[src/rtl/jetp_pkg.sv]
// shared types, constants and helpers of the julia escape-time pixel block
`default_nettype none
package jetp_pkg;

  // image and number format
  localparam int IMAGE_WIDTH   = 1024;
  localparam int IMAGE_HEIGHT  = 1024;
  localparam int FRACTION_BITS = 28;
  localparam int IMG_W_SHIFT   = $clog2(IMAGE_WIDTH);
  localparam int IMG_H_SHIFT   = $clog2(IMAGE_HEIGHT);

  // ln(2) in q30
  localparam logic [29:0] LN2_Q30 = 30'd744261117;

  // colour ramp
  localparam logic [31:0] WHITE      = 32'hFFFF_FFFF;
  localparam logic [7:0]  ALPHA      = 8'hFF;
  localparam logic [7:0]  BLUE_BASE  = 8'd55;
  localparam logic [7:0]  GREEN_BASE = 8'd42;
  localparam logic [7:0]  RED_BASE   = 8'd36;
  localparam logic [7:0]  BG_MUL     = 8'd200;
  localparam logic [7:0]  R_MUL      = 8'd170;
  localparam int          CH_MAX     = 255;

  // queue between front and back
  localparam int QDEPTH = 4;
  localparam int QAW    = $clog2(QDEPTH);

  // divider width
  localparam int DIV_W = 32;

  // register indexes
  typedef enum logic [2:0] {
    REG_C_REAL      = 3'd0,
    REG_C_IMAG      = 3'd1,
    REG_ESC_RADIUS  = 3'd2,
    REG_ZOOM        = 3'd3,
    REG_OFFSET_REAL = 3'd4,
    REG_OFFSET_IMAG = 3'd5,
    REG_MAX_ITER    = 3'd6,
    REG_INV_LN_PWR  = 3'd7
  } reg_idx_t;

  typedef struct packed {
    logic signed [31:0] c_real;
    logic signed [31:0] c_imag;
    logic        [30:0] escape_radius;
    logic        [30:0] zoom_factor;
    logic signed [31:0] offset_real;
    logic signed [31:0] offset_imag;
    logic        [15:0] max_iterations;
    logic        [30:0] inv_ln_power;
  } cfg_t;

  typedef struct packed {
    logic signed [31:0] zx;
    logic signed [31:0] zy;
  } point_t;

  typedef enum logic [1:0] {F_IDLE, F_MX, F_MY, F_PUSH} front_state_t;

  typedef enum logic [4:0] {
    B_IDLE, B_SQX, B_SQY, B_TEST, B_XY, B_UPD,
    B_LN1S, B_LN1W, B_LN2S, B_LN2W, B_TERM, B_ADJ,
    B_D1S, B_D1W, B_D2S, B_D2W, B_OUT
  } back_state_t;

  typedef enum logic [2:0] {L_IDLE, L_NORM, L_SQ, L_FMUL, L_SUM, L_DONE} ln_state_t;

  // clamp to the signed 32-bit range
  function automatic logic signed [31:0] sat32(input logic signed [39:0] v);
    if (v > 40'sd2147483647) begin
      return 32'sh7FFF_FFFF;
    end else if (v < -40'sd2147483648) begin
      return 32'sh8000_0000;
    end
    return v[31:0];
  endfunction

endpackage
`default_nettype wire

[src/rtl/jetp_fifo.sv]
// short queue of start points between front and back
`default_nettype none
module jetp_fifo import jetp_pkg::*; (
  input  wire logic   clk,
  input  wire logic   rst_n,
  input  wire logic   push,
  input  wire point_t wr_data,
  input  wire logic   pop,
  output point_t      rd_data,
  output logic        full,
  output logic        empty
);

  point_t         mem_r [QDEPTH];
  logic [QAW-1:0] wr_ptr_r, rd_ptr_r;
  logic [QAW:0]   cnt_r;

  assign full    = (cnt_r == (QAW+1)'(QDEPTH));
  assign empty   = (cnt_r == '0);
  assign rd_data = mem_r[rd_ptr_r];

  // pointers and fill level
  always_ff @(posedge clk) begin
    if (!rst_n) begin
      wr_ptr_r <= '0;
      rd_ptr_r <= '0;
      cnt_r    <= '0;
    end else begin
      if (push && !full) wr_ptr_r <= wr_ptr_r + 1'b1;
      if (pop && !empty) rd_ptr_r <= rd_ptr_r + 1'b1;
      case ({push && !full, pop && !empty})
        2'b10:   cnt_r <= cnt_r + 1'b1;
        2'b01:   cnt_r <= cnt_r - 1'b1;
        default: cnt_r <= cnt_r;
      endcase
    end
  end

  // storage
  always_ff @(posedge clk) begin
    if (push && !full) mem_r[wr_ptr_r] <= wr_data;
  end

endmodule
`default_nettype wire

[config.mk]
export PLATFORM = sky130hd
export DESIGN_NAME = jetp_fifo
export DESIGN_NICKNAME = d
export VERILOG_FILES = /design/src/rtl/jetp_pkg.sv /design/src/rtl/jetp_fifo.sv
export SDC_FILE = /design/constraint.sdc
export NUM_CORES = 1
export LEC_CHECK = 0
export BUFFER_PORTS_ARGS = -buffer_cell sky130_fd_sc_hd__clkbuf_2
export CELL_PAD_IN_SITES_DETAIL_PLACEMENT = 0
export CELL_PAD_IN_SITES_GLOBAL_PLACEMENT = 2
export CORE_ASPECT_RATIO = 0.75
export CORE_MARGIN = 1
export CORE_UTILIZATION = 35
export CTS_CLUSTER_SIZE = 24
export DETAILED_ROUTE_END_ITERATION = 10
export GPL_TIMING_DRIVEN = 0
export PLACE_DENSITY = 0.72
export RECOVER_POWER = 25
export SLEW_MARGIN = 20
export SYNTH_ARGS = -nofsm -noshare
export SYNTH_HDL_FRONTEND = slang
export SYNTH_SLANG_ARGS = --single-unit
[constraint.sdc]
create_clock -name clk -period 7.4 [get_ports clk]
set_clock_uncertainty 0.1 [all_clocks]
set_input_delay 1.11 -clock clk [delete_from_list [all_inputs] [get_ports clk]]
set_output_delay 1.11 -clock clk [all_outputs]
set_load 0.02 [all_outputs]
## Word level (Yosys, flattened, before mapping)

Memories as Yosys holds them, arrays and structs flattened. A register that Yosys moved wholly into a read port is not among the register bits.
Index checks and enable logic that the tools add are counted.
Widths: inputs -> output; s select.

| cells by class | value |
|---|---|
| add/subtract/negate cells | 4 |
| $mul | 0 |
| divide/modulo/power cells | 0 |
| $lt $le $gt $ge | 0 |
| equality and inequality tests | 3 |
| shifts and indexed selects | 0 |
| multiplexer cells | 5 |
| bitwise logic cells | 0 |
| reduce and logical (&&, ||, !) cells | 6 |

Operator list:

| cell | number |
|---|---|
| $pmux 3 s2 | 1 |
| $add 2x1->2 const B | 2 |
| $mux 2 | 2 |
| $add 3x1->3 const B | 1 |
| $eq 3x3->1 const B | 1 |
| $logic_not 3->1 | 1 |
| $sub 3x1->3 const B | 1 |
| $eq 2x1->1 const B | 1 |
| $eq 2x2->1 const B | 1 |
| $logic_and 1x1->1 | 2 |
| $logic_not 1->1 | 2 |
| $mux 1 | 2 |
| $reduce_bool 2->1 | 1 |

| storage, ports and cells | value |
|---|---|
| flip-flop bits (word level) | 7 |
| latch bits | 0 |
| RAM bits | 256 |
| memory bits (read-only) | 0 |
| bits of input ports | 68 |
| output and inout bits | 66 |
| word-level logic and storage cells | 22 |
| memories kept | 1 |

Memory list:

| memory | words | bits a word | read ports | clocked after Yosys merged registers in | write ports | line | text |
|---|---|---|---|---|---|---|---|
| mem_r | 4 | 64 | 1 | 1 | 1 | jetp_fifo.sv:14 | `point_t mem_r [QDEPTH];` |

## Logic depth before layout (Yosys ltp)

| depth | value |
|---|---|
| depth after elaboration | 5 |
| depth in mapped cells | 10 |
| gate-level depth less buffers | 9 |

## Worst setup path before layout

No wires, ideal clock.

| timing | value |
|---|---|
| path type | in2reg |
| from | input port push |
| to | memory mem_r[0][0] (netlist bit) (enable) |
| data arrival time | 2.901 ns |
| required time | 6.871 ns |
| setup slack | 3.970 ns |
| stages | 3 |
| path buffers | 1 |
| cells stage by stage | nor2b_1 buf_2 and2_1 |

| on the way | value |
|---|---|
| longest elaborated chain between the ends | 3 |

Ends and longest elaborated chain:

| item | line | text |
|---|---|---|
| from (decl) | jetp_fifo.sv:6 | `input wire logic push,` |
| $logic_and 1x1->1 | jetp_fifo.sv:41 | `if (push && !full) mem_r[wr_ptr_r] <= wr_data;` |
| $mux 1 | jetp_fifo.sv:41 |  |
| $mux 1 (implied by the code) | jetp_fifo.sv:41 |  |
| to (decl) | jetp_fifo.sv:14 |  |

Every way passes these cells.

==> results.yml <==
synth:
  synthDistinctLibCells: 24
  synth-warning-count: 0
  synth.top_cell.area_share: 0.7838
  ys_seq_area_frac: 0.8021
  synth_area_leaders: "edfxtp_1 (78%), mux4_2 (14%), dfxtp_1 (1.8%), buf_12 (1.2%), mux4_1 (1.1%)"
  synth_fp_nets: 462
  ys_ff_latch: 265
  synthCells: 388
  syn_area_um2: 9808
  synth_area_leader_cell: "edfxtp_1"
  synth.avg_cell_area_um2: 25.28
cts:
  cts.repair.resized: 0
  clkTransAtPathRegs_ns: 0.06
  cts_tree: "done"
  htree_levels: 1
  hold_buffers: 0
  clock_latency_ns: 0.51
  numCtsBuffers: 27
  cts_buffer_depth: 3
  cts_sinks: 265
  postCtsSetupRepairBufs: 0
  cts_root_buf: "clkbuf_16"
worst_setup_path:
  r2r-start: "cnt_r[2]"
  path_class: "reg -> out"
  end_kind: "output pin"
  regToRegSetupSlack_ns: 5.04
  startpoint_type: "flop"
  cp_max_fo: 10
  reg2reg_to: "cnt_r[2]"
  required_ns: 6.19
  arrival_ns: 2.06
  worstRegToRegCells: 10
drt:
  viasPerCell: 4.816
  drt_iter0_drc: 163
  routed_wirelength_mm: 17.92
  wl_per_cell_um: 19.37
  dr.pass1.iters: 4
  drc: 0
  vias: 4455
  ant_nets: 0
sta:
  fin_tns_setup_ns: 0
  setup_ws_ns: 4.127
  hold_viol: 0
  slew_headroom: 0.6804
  layout_min_cycle_time_ns: 3.273
  slew_viol_final: 0
  fin_hold_ws_ns: 0.3944
  setup_viol: 0
  fin_crit_sh: 0.4423
  fmax_ghz: 0.3055
  rsz0062_at_grt: "no"
  worst_slew_pin_slew_ns: 0.4794
die:
  die_h_um: 147.0
  die_x_um: 195.3
  coreArea_um2: 27260
  rows: 52
  io_pins: 134
  dieArea_um2: 28700
  start_util: 0.3598
pwr:
  p_clk_frac: 0.336
  p_comb_frac: 0.237
  p_seq_frac: 0.428
  p_per_area_nw_per_um2: 360.9
  leakage_nw: 3.951
  netSwitchingPower_mw: 1.151
  intPower_mw: 3.160
  netSwitchingFraction: 0.2670
  ir_worst_vdd_uv: 184.4
layout:
  area_delta_synth_final_pct: 21.79
  final_common_cell: "edfxtp_1"
  stdcell_count: 925
  layout_common_cells: "edfxtp_1 (256), clkbuf_2 (94), mux4_2 (60)"
  n_antenna_cell: 0
  final_nets: 627
  utilization: 0.4382
  fill_cells: 2342
  drive_gt1_frac: 0.3833
global_routing:
  antenna_found_initial: 0
  grt.overflow.total: 0
  grt.total_usage: 0.1271
  use_met2: 0.2118
  busiest_layer: "met2"
  grt_use_met1: 0.1712
  groute.layer.met3.usage: 0.02732
  grt_max_degree: 40
  grt_pass1_wl_mm: 27.70
  grt_pass1_vias: 4827
min_path:
  hold_depth: 2
  hold_start: "rd_ptr_r[0]"
  hold_path_class: "reg -> reg"
placed_design:
  dp.cells: 875
  dpl_worst_slack_ns: 4.376
  portBuffers: 132
  hpwl_mm: 11.29
  gp_congestion: 0.7600
run_status:
  status: "completed"
flow_run:
  cap_viol_max_count: 0
==> how the worst max path moves through the flow <==
stage	slack, ns	startpoint	end
final	4.13	flop	rd_data[4]
after floorplan	3.97	push	mem_r[0][0]
after detailed placement	4.38	push	cnt_r[2]
after CTS	4.03	flop	rd_data[4]
after global routing	3.98	flop	rd_data[9]
after global placement	2.55	push	mem_r[1][34]
==> through the flow <==
stage | power, mW | instance area (um^2)
final | 4.311 | 11950
after global routing | 4.497 | 11950
after CTS | 4.384 | 12000
after detailed placement | 2.926 | 11030
after global placement | 2.905 | 10910
after floorplan | 2.593 | 9808
==> critical path, cell delays in order (launching register included) <==
cell and delay (ns):
dfxtp_1 0.30, clkbuf_2 0.31, buf_2 0.38, mux4_2 0.38, clkbuf_2 0.18
==> power groups by stage <==
stage                     logic [mW]  registers [mW]  clock network (mW)
after floorplan                0.721            1.87                   0
after global placement          1.02            1.88                   0
after detailed placement        1.05            1.88                   0
after CTS                       1.05            1.84                1.49
after global routing            1.10            1.85                1.54
final                           1.02            1.84                1.45
==> flip-flops by register name (all words and copies together), names as in the netlist, named ones only <==
register  cells
mem_r       256
rd_ptr_r      2
cnt_r         3
wr_ptr_r      2
==> area by class of cell <==
| class | count | area [um^2] | area share |
|---|---|---|---|
| tap | 351 | 439.2 | 0.03677 |
| multi-input combinational | 101 | 1752 | 0.1466 |
| buffer | 16 | 176.4 | 0.01477 |
| sequential | 265 | 7868 | 0.6586 |
| timing repair buffer | 136 | 720.7 | 0.06033 |
| clock buffer | 37 | 734.5 | 0.06149 |
| clock inverter | 13 | 232.7 | 0.01948 |
| inverter | 6 | 22.52 | 0.001885 |
==> metal layers <==
layer	up-vias	part of all wire	wire length (um)
met5	-	0	0
met4	0	0.018	318
met3	25	0.049	882
met2	112	0.48	8628
met1	2333	0.45	8085
li1	1985	-	-
==> synth_stat cells <==
master / n
dfxtp_1: 9
ha_1: 5
mux4_2: 60
and2b_2: 1
o21ai_0: 5
a21boi_0: 2
xor2_1: 1
clkbuf_2: 2
buf_6: 1
buf_12: 6
and2_1: 6
nor3b_2: 1
fa_1: 1
mux4_1: 4
nand2_1: 7
or3_1: 2
mux2i_1: 2
nor2b_1: 1
buf_2: 7
or4bb_1: 1
xnor2_1: 1
inv_1: 6
nor3_2: 1
edfxtp_1: 256
==> kinds of logic (layout without fill, tap and decap cells) <==
logic type                 after synthesis  after routing  share of synthesized area
DFF                                    265            265                     0.8021
muxes                                   66             66                     0.1505
buffers and inverters                   22            208                    0.02028
and+or+nand+nor                         20             20                    0.01276
AOI/OAI and AO/OA                        7              7                   0.004081
adders and majority gates                6              6                   0.008420
xor gates and xnor gates                 2              2                   0.001786
Power figures use the tool's default switching activity.
