==> config.mk <==
export PLATFORM = sky130hd
export DESIGN_NAME = jetp_front
export DESIGN_NICKNAME = d
export VERILOG_FILES = /design/src/rtl/jetp_pkg.sv /design/src/rtl/jetp_front.sv
export SDC_FILE = /design/constraint.sdc
export NUM_CORES = 2
export LEC_CHECK = 0
export ABC_CLOCK_PERIOD_IN_PS = 18800
export BUFFER_PORTS_ARGS = -buffer_cell sky130_fd_sc_hd__buf_4
export CAP_MARGIN = 20
export CELL_PAD_IN_SITES_DETAIL_PLACEMENT = 0
export CELL_PAD_IN_SITES_GLOBAL_PLACEMENT = 1
export CORE_MARGIN = 2
export CORE_UTILIZATION = 25
export CTS_CLUSTER_SIZE = 25
export DETAILED_ROUTE_END_ITERATION = 8
export PLACE_DENSITY = 0.49
export SYNTH_ARGS = -nofsm -noshare
export SYNTH_HDL_FRONTEND = slang
export SYNTH_SLANG_ARGS = --single-unit
==> constraint.sdc <==
create_clock -name clk -period 18.8 [get_ports clk]
set_input_delay 0.94 -clock clk [delete_from_list [all_inputs] [get_ports clk]]
set_output_delay 0.94 -clock clk [all_outputs]
set_load 0.01 [all_outputs]
==> src/rtl/jetp_pkg.sv <==
// shared types, constants and helpers of the julia escape-time pixel block
`default_nettype none
package jetp_pkg;

  // image and number format
  localparam int IMAGE_WIDTH   = 1024;
  localparam int IMAGE_HEIGHT  = 1024;
  localparam int FRACTION_BITS = 28;
  localparam int IMG_W_SHIFT   = $clog2(IMAGE_WIDTH);
  localparam int IMG_H_SHIFT   = $clog2(IMAGE_HEIGHT);

  // ln(2) in q30
  localparam logic [29:0] LN2_Q30 = 30'd744261117;

  // colour ramp
  localparam logic [31:0] WHITE      = 32'hFFFF_FFFF;
  localparam logic [7:0]  ALPHA      = 8'hFF;
  localparam logic [7:0]  BLUE_BASE  = 8'd55;
  localparam logic [7:0]  GREEN_BASE = 8'd42;
  localparam logic [7:0]  RED_BASE   = 8'd36;
  localparam logic [7:0]  BG_MUL     = 8'd200;
  localparam logic [7:0]  R_MUL      = 8'd170;
  localparam int          CH_MAX     = 255;

  // queue between front and back
  localparam int QDEPTH = 4;
  localparam int QAW    = $clog2(QDEPTH);

  // divider width
  localparam int DIV_W = 32;

  // register indexes
  typedef enum logic [2:0] {
    REG_C_REAL      = 3'd0,
    REG_C_IMAG      = 3'd1,
    REG_ESC_RADIUS  = 3'd2,
    REG_ZOOM        = 3'd3,
    REG_OFFSET_REAL = 3'd4,
    REG_OFFSET_IMAG = 3'd5,
    REG_MAX_ITER    = 3'd6,
    REG_INV_LN_PWR  = 3'd7
  } reg_idx_t;

  typedef struct packed {
    logic signed [31:0] c_real;
    logic signed [31:0] c_imag;
    logic        [30:0] escape_radius;
    logic        [30:0] zoom_factor;
    logic signed [31:0] offset_real;
    logic signed [31:0] offset_imag;
    logic        [15:0] max_iterations;
    logic        [30:0] inv_ln_power;
  } cfg_t;

  typedef struct packed {
    logic signed [31:0] zx;
    logic signed [31:0] zy;
  } point_t;

  typedef enum logic [1:0] {F_IDLE, F_MX, F_MY, F_PUSH} front_state_t;

  typedef enum logic [4:0] {
    B_IDLE, B_SQX, B_SQY, B_TEST, B_XY, B_UPD,
    B_LN1S, B_LN1W, B_LN2S, B_LN2W, B_TERM, B_ADJ,
    B_D1S, B_D1W, B_D2S, B_D2W, B_OUT
  } back_state_t;

  typedef enum logic [2:0] {L_IDLE, L_NORM, L_SQ, L_FMUL, L_SUM, L_DONE} ln_state_t;

  // clamp to the signed 32-bit range
  function automatic logic signed [31:0] sat32(input logic signed [39:0] v);
    if (v > 40'sd2147483647) begin
      return 32'sh7FFF_FFFF;
    end else if (v < -40'sd2147483648) begin
      return 32'sh8000_0000;
    end
    return v[31:0];
  endfunction

endpackage
`default_nettype wire

==> src/rtl/jetp_front.sv <==
// front part: takes a pixel and maps it to the complex start point
`default_nettype none
module jetp_front import jetp_pkg::*; (
  input  wire logic         clk,
  input  wire logic         rst_n,
  input  wire cfg_t         cfg,
  input  wire logic         in_valid,
  output logic              in_stall,
  input  wire logic [9:0]   in_pixel_x,
  input  wire logic [9:0]   in_pixel_y,
  output logic              q_push,
  output point_t            q_data,
  input  wire logic         q_full
);

  localparam int SPAN_W = 62 - (FRACTION_BITS - 1);

  front_state_t state_r, state_nxt;
  logic [SPAN_W-1:0]     span_r;
  logic [61:0]           span_prod;
  logic [9:0]            px_r, py_r;
  logic signed [31:0]    zx_r, zy_r;
  logic [9:0]            pix_sel;
  logic [SPAN_W+9:0]     prod;
  logic [SPAN_W+9:0]     scaled;
  logic signed [31:0]    off_sel;
  logic signed [39:0]    coord_sum;

  // view span zoom*2r, follows the registers
  assign span_prod = 62'(cfg.zoom_factor) * 62'(cfg.escape_radius);

  // one coordinate per cycle through a shared multiplier
  always_comb begin
    pix_sel   = (state_r == F_MX) ? px_r : py_r;
    off_sel   = (state_r == F_MX) ? cfg.offset_real : cfg.offset_imag;
    prod      = (SPAN_W+10)'(pix_sel) * (SPAN_W+10)'(span_r);
    scaled    = (state_r == F_MX) ? (prod >> IMG_W_SHIFT) : (prod >> IMG_H_SHIFT);
    coord_sum = $signed(scaled[39:0]) - $signed({9'd0, cfg.escape_radius}) + 40'(off_sel);
  end

  // next state
  always_comb begin
    state_nxt = state_r;
    case (state_r)
      F_IDLE:  if (in_valid) state_nxt = F_MX;
      F_MX:    state_nxt = F_MY;
      F_MY:    state_nxt = F_PUSH;
      F_PUSH:  if (!q_full) state_nxt = F_IDLE;
      default: state_nxt = F_IDLE;
    endcase
  end

  // outputs
  always_comb begin
    in_stall = (state_r != F_IDLE);
    q_push   = (state_r == F_PUSH) && !q_full;
    q_data   = '{zx: zx_r, zy: zy_r};
  end

  always_ff @(posedge clk) begin
    if (!rst_n) begin
      state_r <= F_IDLE;
    end else begin
      state_r <= state_nxt;
    end
  end

  // datapath
  always_ff @(posedge clk) begin
    span_r <= span_prod[61:FRACTION_BITS-1];
    if (state_r == F_IDLE && in_valid) begin
      px_r <= in_pixel_x;
      py_r <= in_pixel_y;
    end
    if (state_r == F_MX) zx_r <= sat32(coord_sum);
    if (state_r == F_MY) zy_r <= sat32(coord_sum);
  end

endmodule
`default_nettype wire

## Word level (Yosys, flattened, before mapping)

Index checks and enable logic that the tools add are counted.

| storage, ports and cells | value |
|---|---|
| word-level logic and storage cells | 36 |
| register bits after elaboration | 121 |
| bits of input ports | 261 |

| cells by class | value |
|---|---|
| eq/ne operators | 5 |
| $mul | 2 |
| add/sub/neg operators | 2 |
| mux-type cells | 13 |
| $lt $le $gt $ge | 2 |
| reduce and logical (&&, ||, !) cells | 6 |

Operators by type and width:

| kind | number |
|---|---|
| two-way mux 32 bit | 5 |
| multiplier 31 x 31 -> 62 bit | 1 |
| multiplier 10 x 35 -> 45 bit | 1 |
| adder 36 x 32 -> 37 bit | 1 |
| greater-than comparator 37 x 32 -> 1 bit (second input constant) | 1 |
| < comparator 37 x 32 -> 1 bit (second input constant) | 1 |
| subtractor 35 x 31 -> 36 bit | 1 |
| two-way mux 10 bit | 1 |
| case mux 2 bit (4 select lines) | 1 |
| == test 2 bit (second input constant) | 2 |
| two-way mux 1 bit | 4 |
| two-way mux 2 bit | 2 |
| != test 2 bit (second input constant) | 2 |
| == test 2 x 1 -> 1 bit (second input constant) | 1 |
| logical AND 1 bit | 2 |
| zero test 2 bit | 1 |
| AND reduction 2 bit | 1 |
| nonzero test 2 bit | 1 |
| zero test 1 bit | 1 |

## Depth between registers and ports, before layout

| logic depth | value |
|---|---|
| word-level depth | 10 |
| gate-level depth with buffers | 51 |

## Least setup slack after synthesis

Ideal clock, no wire load.

| timing | value |
|---|---|
| path kind | register to register |
| from | reg state_r[1] |
| to | reg zx_r[14] (data pin) |
| path buffers | 5 |
| path slack | 6.900 ns |
| required time | 18.643 ns |
| clock period less this slack | 11.900 ns |
| cell stages (with the launch flop) | 50 |
| setup time | 0.157 ns |
| data arrival time | 11.743 ns |
| cells stage by stage | dfxtp_1 -> inv_1 -> ha_1 -> buf_2 -> buf_1 -> mux2_2 -> clkbuf_1 -> nand2_1 -> fa_1 -> inv_1 -> fa_1 -> inv_1 -> fa_1 -> inv_1 -> fa_1 -> fa_1 -> ha_1 -> a21oi_1 -> [14 not listed] -> o21bai_1 -> a21oi_1 -> o21ai_0 -> a311oi_1 -> xnor2_1 -> ha_1 -> a21o_1 -> o21bai_1 -> a2111oi_2 -> o21ai_1 -> a311o_1 -> a211oi_2 -> nand4_1 -> nor3_2 -> or2_1 -> buf_4 -> buf_6 -> a21boi_1 |

| between the ends | value |
|---|---|
| word-level cells in the longest chain between the ends | 10 |
| elaborated cells between the ends (all ways) | 13 |

Ends and longest elaborated chain:

| what | RTL line | RTL |
|---|---|---|
| from (decl) | jetp_front.sv:18 | `front_state_t state_r, state_nxt;` |
| from (signal assigned) | jetp_front.sv:64 | `state_r <= state_nxt;` |
| == test 2 x 1 -> 1 bit (*) | jetp_front.sv:34, jetp_front.sv:35 |  |
| two-way mux 10 bit | jetp_front.sv:34 | `pix_sel = (state_r == F_MX) ? px_r : py_r;` |
| multiplier 10 x 35 -> 45 bit | jetp_front.sv:36 | `prod = (SPAN_W+10)'(pix_sel) * (SPAN_W+10)'(span_r);` |
| subtractor 35 x 31 -> 36 bit | jetp_front.sv:38 | `coord_sum = $signed(scaled[39:0]) - $signed({9'd0, cfg.escape_radius}) + 40'(off_sel);` |
| adder 36 x 32 -> 37 bit (*) | jetp_front.sv:38 |  |
| < comparator 37 x 32 -> 1 bit | jetp_pkg.sv:74 | `end else if (v < -40'sd2147483648) begin` |
| two-way mux 1 bit | jetp_pkg.sv:74 |  |
| two-way mux 1 bit | jetp_pkg.sv:72 | `if (v > 40'sd2147483647) begin` |
| two-way mux 1 bit | jetp_front.sv:75 | `if (state_r == F_MX) zx_r <= sat32(coord_sum);` |
| two-way mux 32 bit (*) | jetp_pkg.sv:77 | `return v[31:0];` |
| to (signal assigned) | jetp_front.sv:75 |  |
| to (decl) | jetp_front.sv:22 | `logic signed [31:0] zx_r, zy_r;` |

Mark *: on every way between the ends. The rest lies on a longest branch, timed or not. The select of a mux whose other input is x is not followed.
A chain may end at the register's enable or synchronous reset.

## Final worst setup path

| timing | value |
|---|---|
| from | reg state_r[1] |
| to | reg zx_r[1] (data pin) |

Same word-level chain as after synthesis.

==> flow_metrics.tcl <==
set metrics [dict create \
    drive_above_1_share 0.0624 \
    port_buffers 215 \
    final_nets 7055 \
    hp-start "state_r[1]" \
    io-pin-count 327 \
    viasPerCell 4.49 \
    synth_area_leaders "fa_1 (46%), ha_1 (11%), inv_1 (9.2%)" \
    synth_xor_area_frac 0.0241 \
    cts.clk_slew.worst_paths_ns 0.07 \
    dieArea_mm2 0.195 \
    die_y_um 442 \
    synth-main-ff-cell "edfxtp_1" \
    rr_endpoint "zx_r[1]" \
    cts_buffer_depth 2 \
    finalSetupViolCount 0 \
    muxShareOfSynthArea 0.0106 \
    cts_buffers 17 \
    fin_tns_setup_ns 0 \
    syn_inst 5317 \
    wire_per_inst_um 20.5 \
    crit_path_end_kind "register" \
    via_count 35100 \
    synth_compound_area_frac 0.0644 \
    holdCritPathClass "reg2reg" \
    fin_crit_ns 13.17 \
    antenna_found_initial 3 \
    area_growth_syn_to_layout_pct 9.34 \
    netlist_top_cells_count "inv_1 (1171), fa_1 (1099), nand2_1 (1004)" \
    synthDistinctLibCells 81 \
    slew_viol_final 0 \
    rsz0062_at_grt "no" \
    startpoint_type "register" \
    cts_tree "built" \
    syn_area_mm2 0.0479 \
    slowest_stage "ha_4" \
    crit_top_cell "fa_1" \
    ys_seq_area_frac 0.0681 \
    clk_latency_ns 0.49 \
    cpPeakStageDelay_ns 0.59 \
    gp_congestion 0.817 \
    dieWidth_um 442 \
    cts_setup_buffers 0 \
    max_cap_violations 0 \
    grt_max_degree 40 \
    hold_path_end "state_r[1]" \
    yosysTopAreaCellShare 0.459 \
    synth-seq-cells 121 \
    hold_path_depth 2 \
    reg2reg_from "state_r[1]" \
    yosysMostFrequentCell "inv_1" \
    clock_skew_ns 0.0165 \
    grt_overflow 0 \
    synth_top_family_by_area "adder cells" \
    grt_pass1_wl_um 248000 \
    core-area_mm2 0.190 \
    routed_wl_um 160000 \
    crit_fanout 36 \
    rows 160 \
    first_global_vias 39200 \
    ys_warn_count 0 \
    yosys.area_share.simple 0.155 \
    slew_headroom 0.391 \
    cp_top_family "compound AO/OA/AOI/OAI gates" \
    root_buffer "clkbuf_16" \
    avgSynthCellArea_um2 9.01 \
    synth-async-reset-ratio 0 \
    drc_errors 0 \
    drt_iter0_markers 1698 \
    htreeDepth 4 \
    required_ns 19.06 \
    path_class "reg2reg" \
    cp.arrival_ns 13.43 \
    start_util 0.252 \
    grt.total_usage 0.167 \
    reg2reg_slack_ns 5.63 \
    final_antenna_net_count 0 \
    crit_buf_inv 7 \
    synth_edf_count 84 \
    hpwl_um 118000 \
    cts_resized 0 \
    synth_top_area_cell "fa_1" \
    status "complete, no violations" \
    fin_crit_sh 0.701 \
    clock.fmax_mhz 75.9 \
    cts.sinks 121 \
    synth_fa_ha_area_frac 0.564 \
    rr_worst_depth 45 \
    synth_nets 7080 \
    first_pass_iters 5 \
    finalHoldViolCount 0 \
    tightest_slew_ns 0.914 \
    ctsHoldBuffers 0 \
]
through the flow:
step | hold WS [ns] | util | area (µm²) | setup slack [ns] | cells
floorplan | 0.527 | - | 47900 | 6.90 | 5317
global placement | 0.558 | 0.272 | 51800 | 5.58 | 7781
detailed placement | 0.584 | 0.272 | 51800 | 5.61 | 7783
CTS | 0.588 | 0.275 | 52400 | 5.50 | 7815
global route | 0.606 | 0.275 | 52400 | 4.50 | 7817
finish | 0.578 | 0.275 | 52400 | 5.63 | 7822
cell type report:
| cell class | instances | area [µm²] |
|---|---|---|
| diodes | 6 | 15.0 |
| clock buffers | 17 | 425 |
| clock inverters | 15 | 169 |
| fillers | 20500 | 138000 |
| inverters | 1171 | 4400 |
| multi-input cells | 3753 | 39300 |
| flip-flops and latches | 121 | 3260 |
| well taps | 2511 | 3140 |
| repair buffers | 228 | 1730 |
registers in the layout (all words and copies together) (netlist names):
| name | flops |
|---|---|
| py_r | 10 |
| span_r | 35 |
| zy_r | 32 |
| state_r | 2 |
| zx_r | 32 |
| px_r | 10 |
layer usage:
layer	up-vias	global-route usage	wire (µm)
met2	553	0.288	77600
met1	18600	0.235	76400
met4	0	0.0226	1860
li1	15800	-	-
met5	-	0	0
met3	88	0.0124	4550
cells in the final DEF (no fill, tap or decap), drive strengths merged, types with 21 or more instances in the layout:
master     n
a21o      83
a21oi    125
and2     283
buf      227
dfxtp     37
edfxtp    84
fa      1099
ha       403
inv     1181
mux2      39
nand2   1004
nand2b    23
nand3     22
nand4     21
nor2      76
nor2b    117
nor3      22
o21a      22
o21ai     72
xnor2     79
xor2      53
logic make-up (layout without fill, tap and decap cells):
| kind of cell | after synthesis | in the layout |
|---|---|---|
| adders and majority gates | 1502 | 1502 |
| buffers and inverters | 1443 | 1431 |
| and+or+nand+nor | 1619 | 1619 |
| AOI/OAI and AO/OA | 455 | 455 |
| muxes | 45 | 45 |
| other | 0 | 6 |
| xor gates and xnor gates | 132 | 132 |
| DFF | 121 | 121 |
worst max-delay path by stage:
stage / endpoint / cells past startpoint / start / slack, ns
finish: zx_r[1] / 45 / state_r[1] / 5.63
global route: zy_r[1] / 45 / state_r[1] / 4.50
CTS: zx_r[1] / 45 / state_r[1] / 5.50
detailed placement: zx_r[13] / 45 / state_r[1] / 5.61
global placement: zx_r[13] / 45 / state_r[1] / 5.58
floorplan: zx_r[14] / 49 / state_r[1] / 6.90
tightest hold or removal path, cell delays in order, from the launching register on:
cell and delay [ns]:
dfxtp_1 0.34, mux2i_1 0.14, nor2b_1 0.06
Power is not shown: default switching activity piles up to over one toggle a cycle in this logic, so the estimate is an artifact.
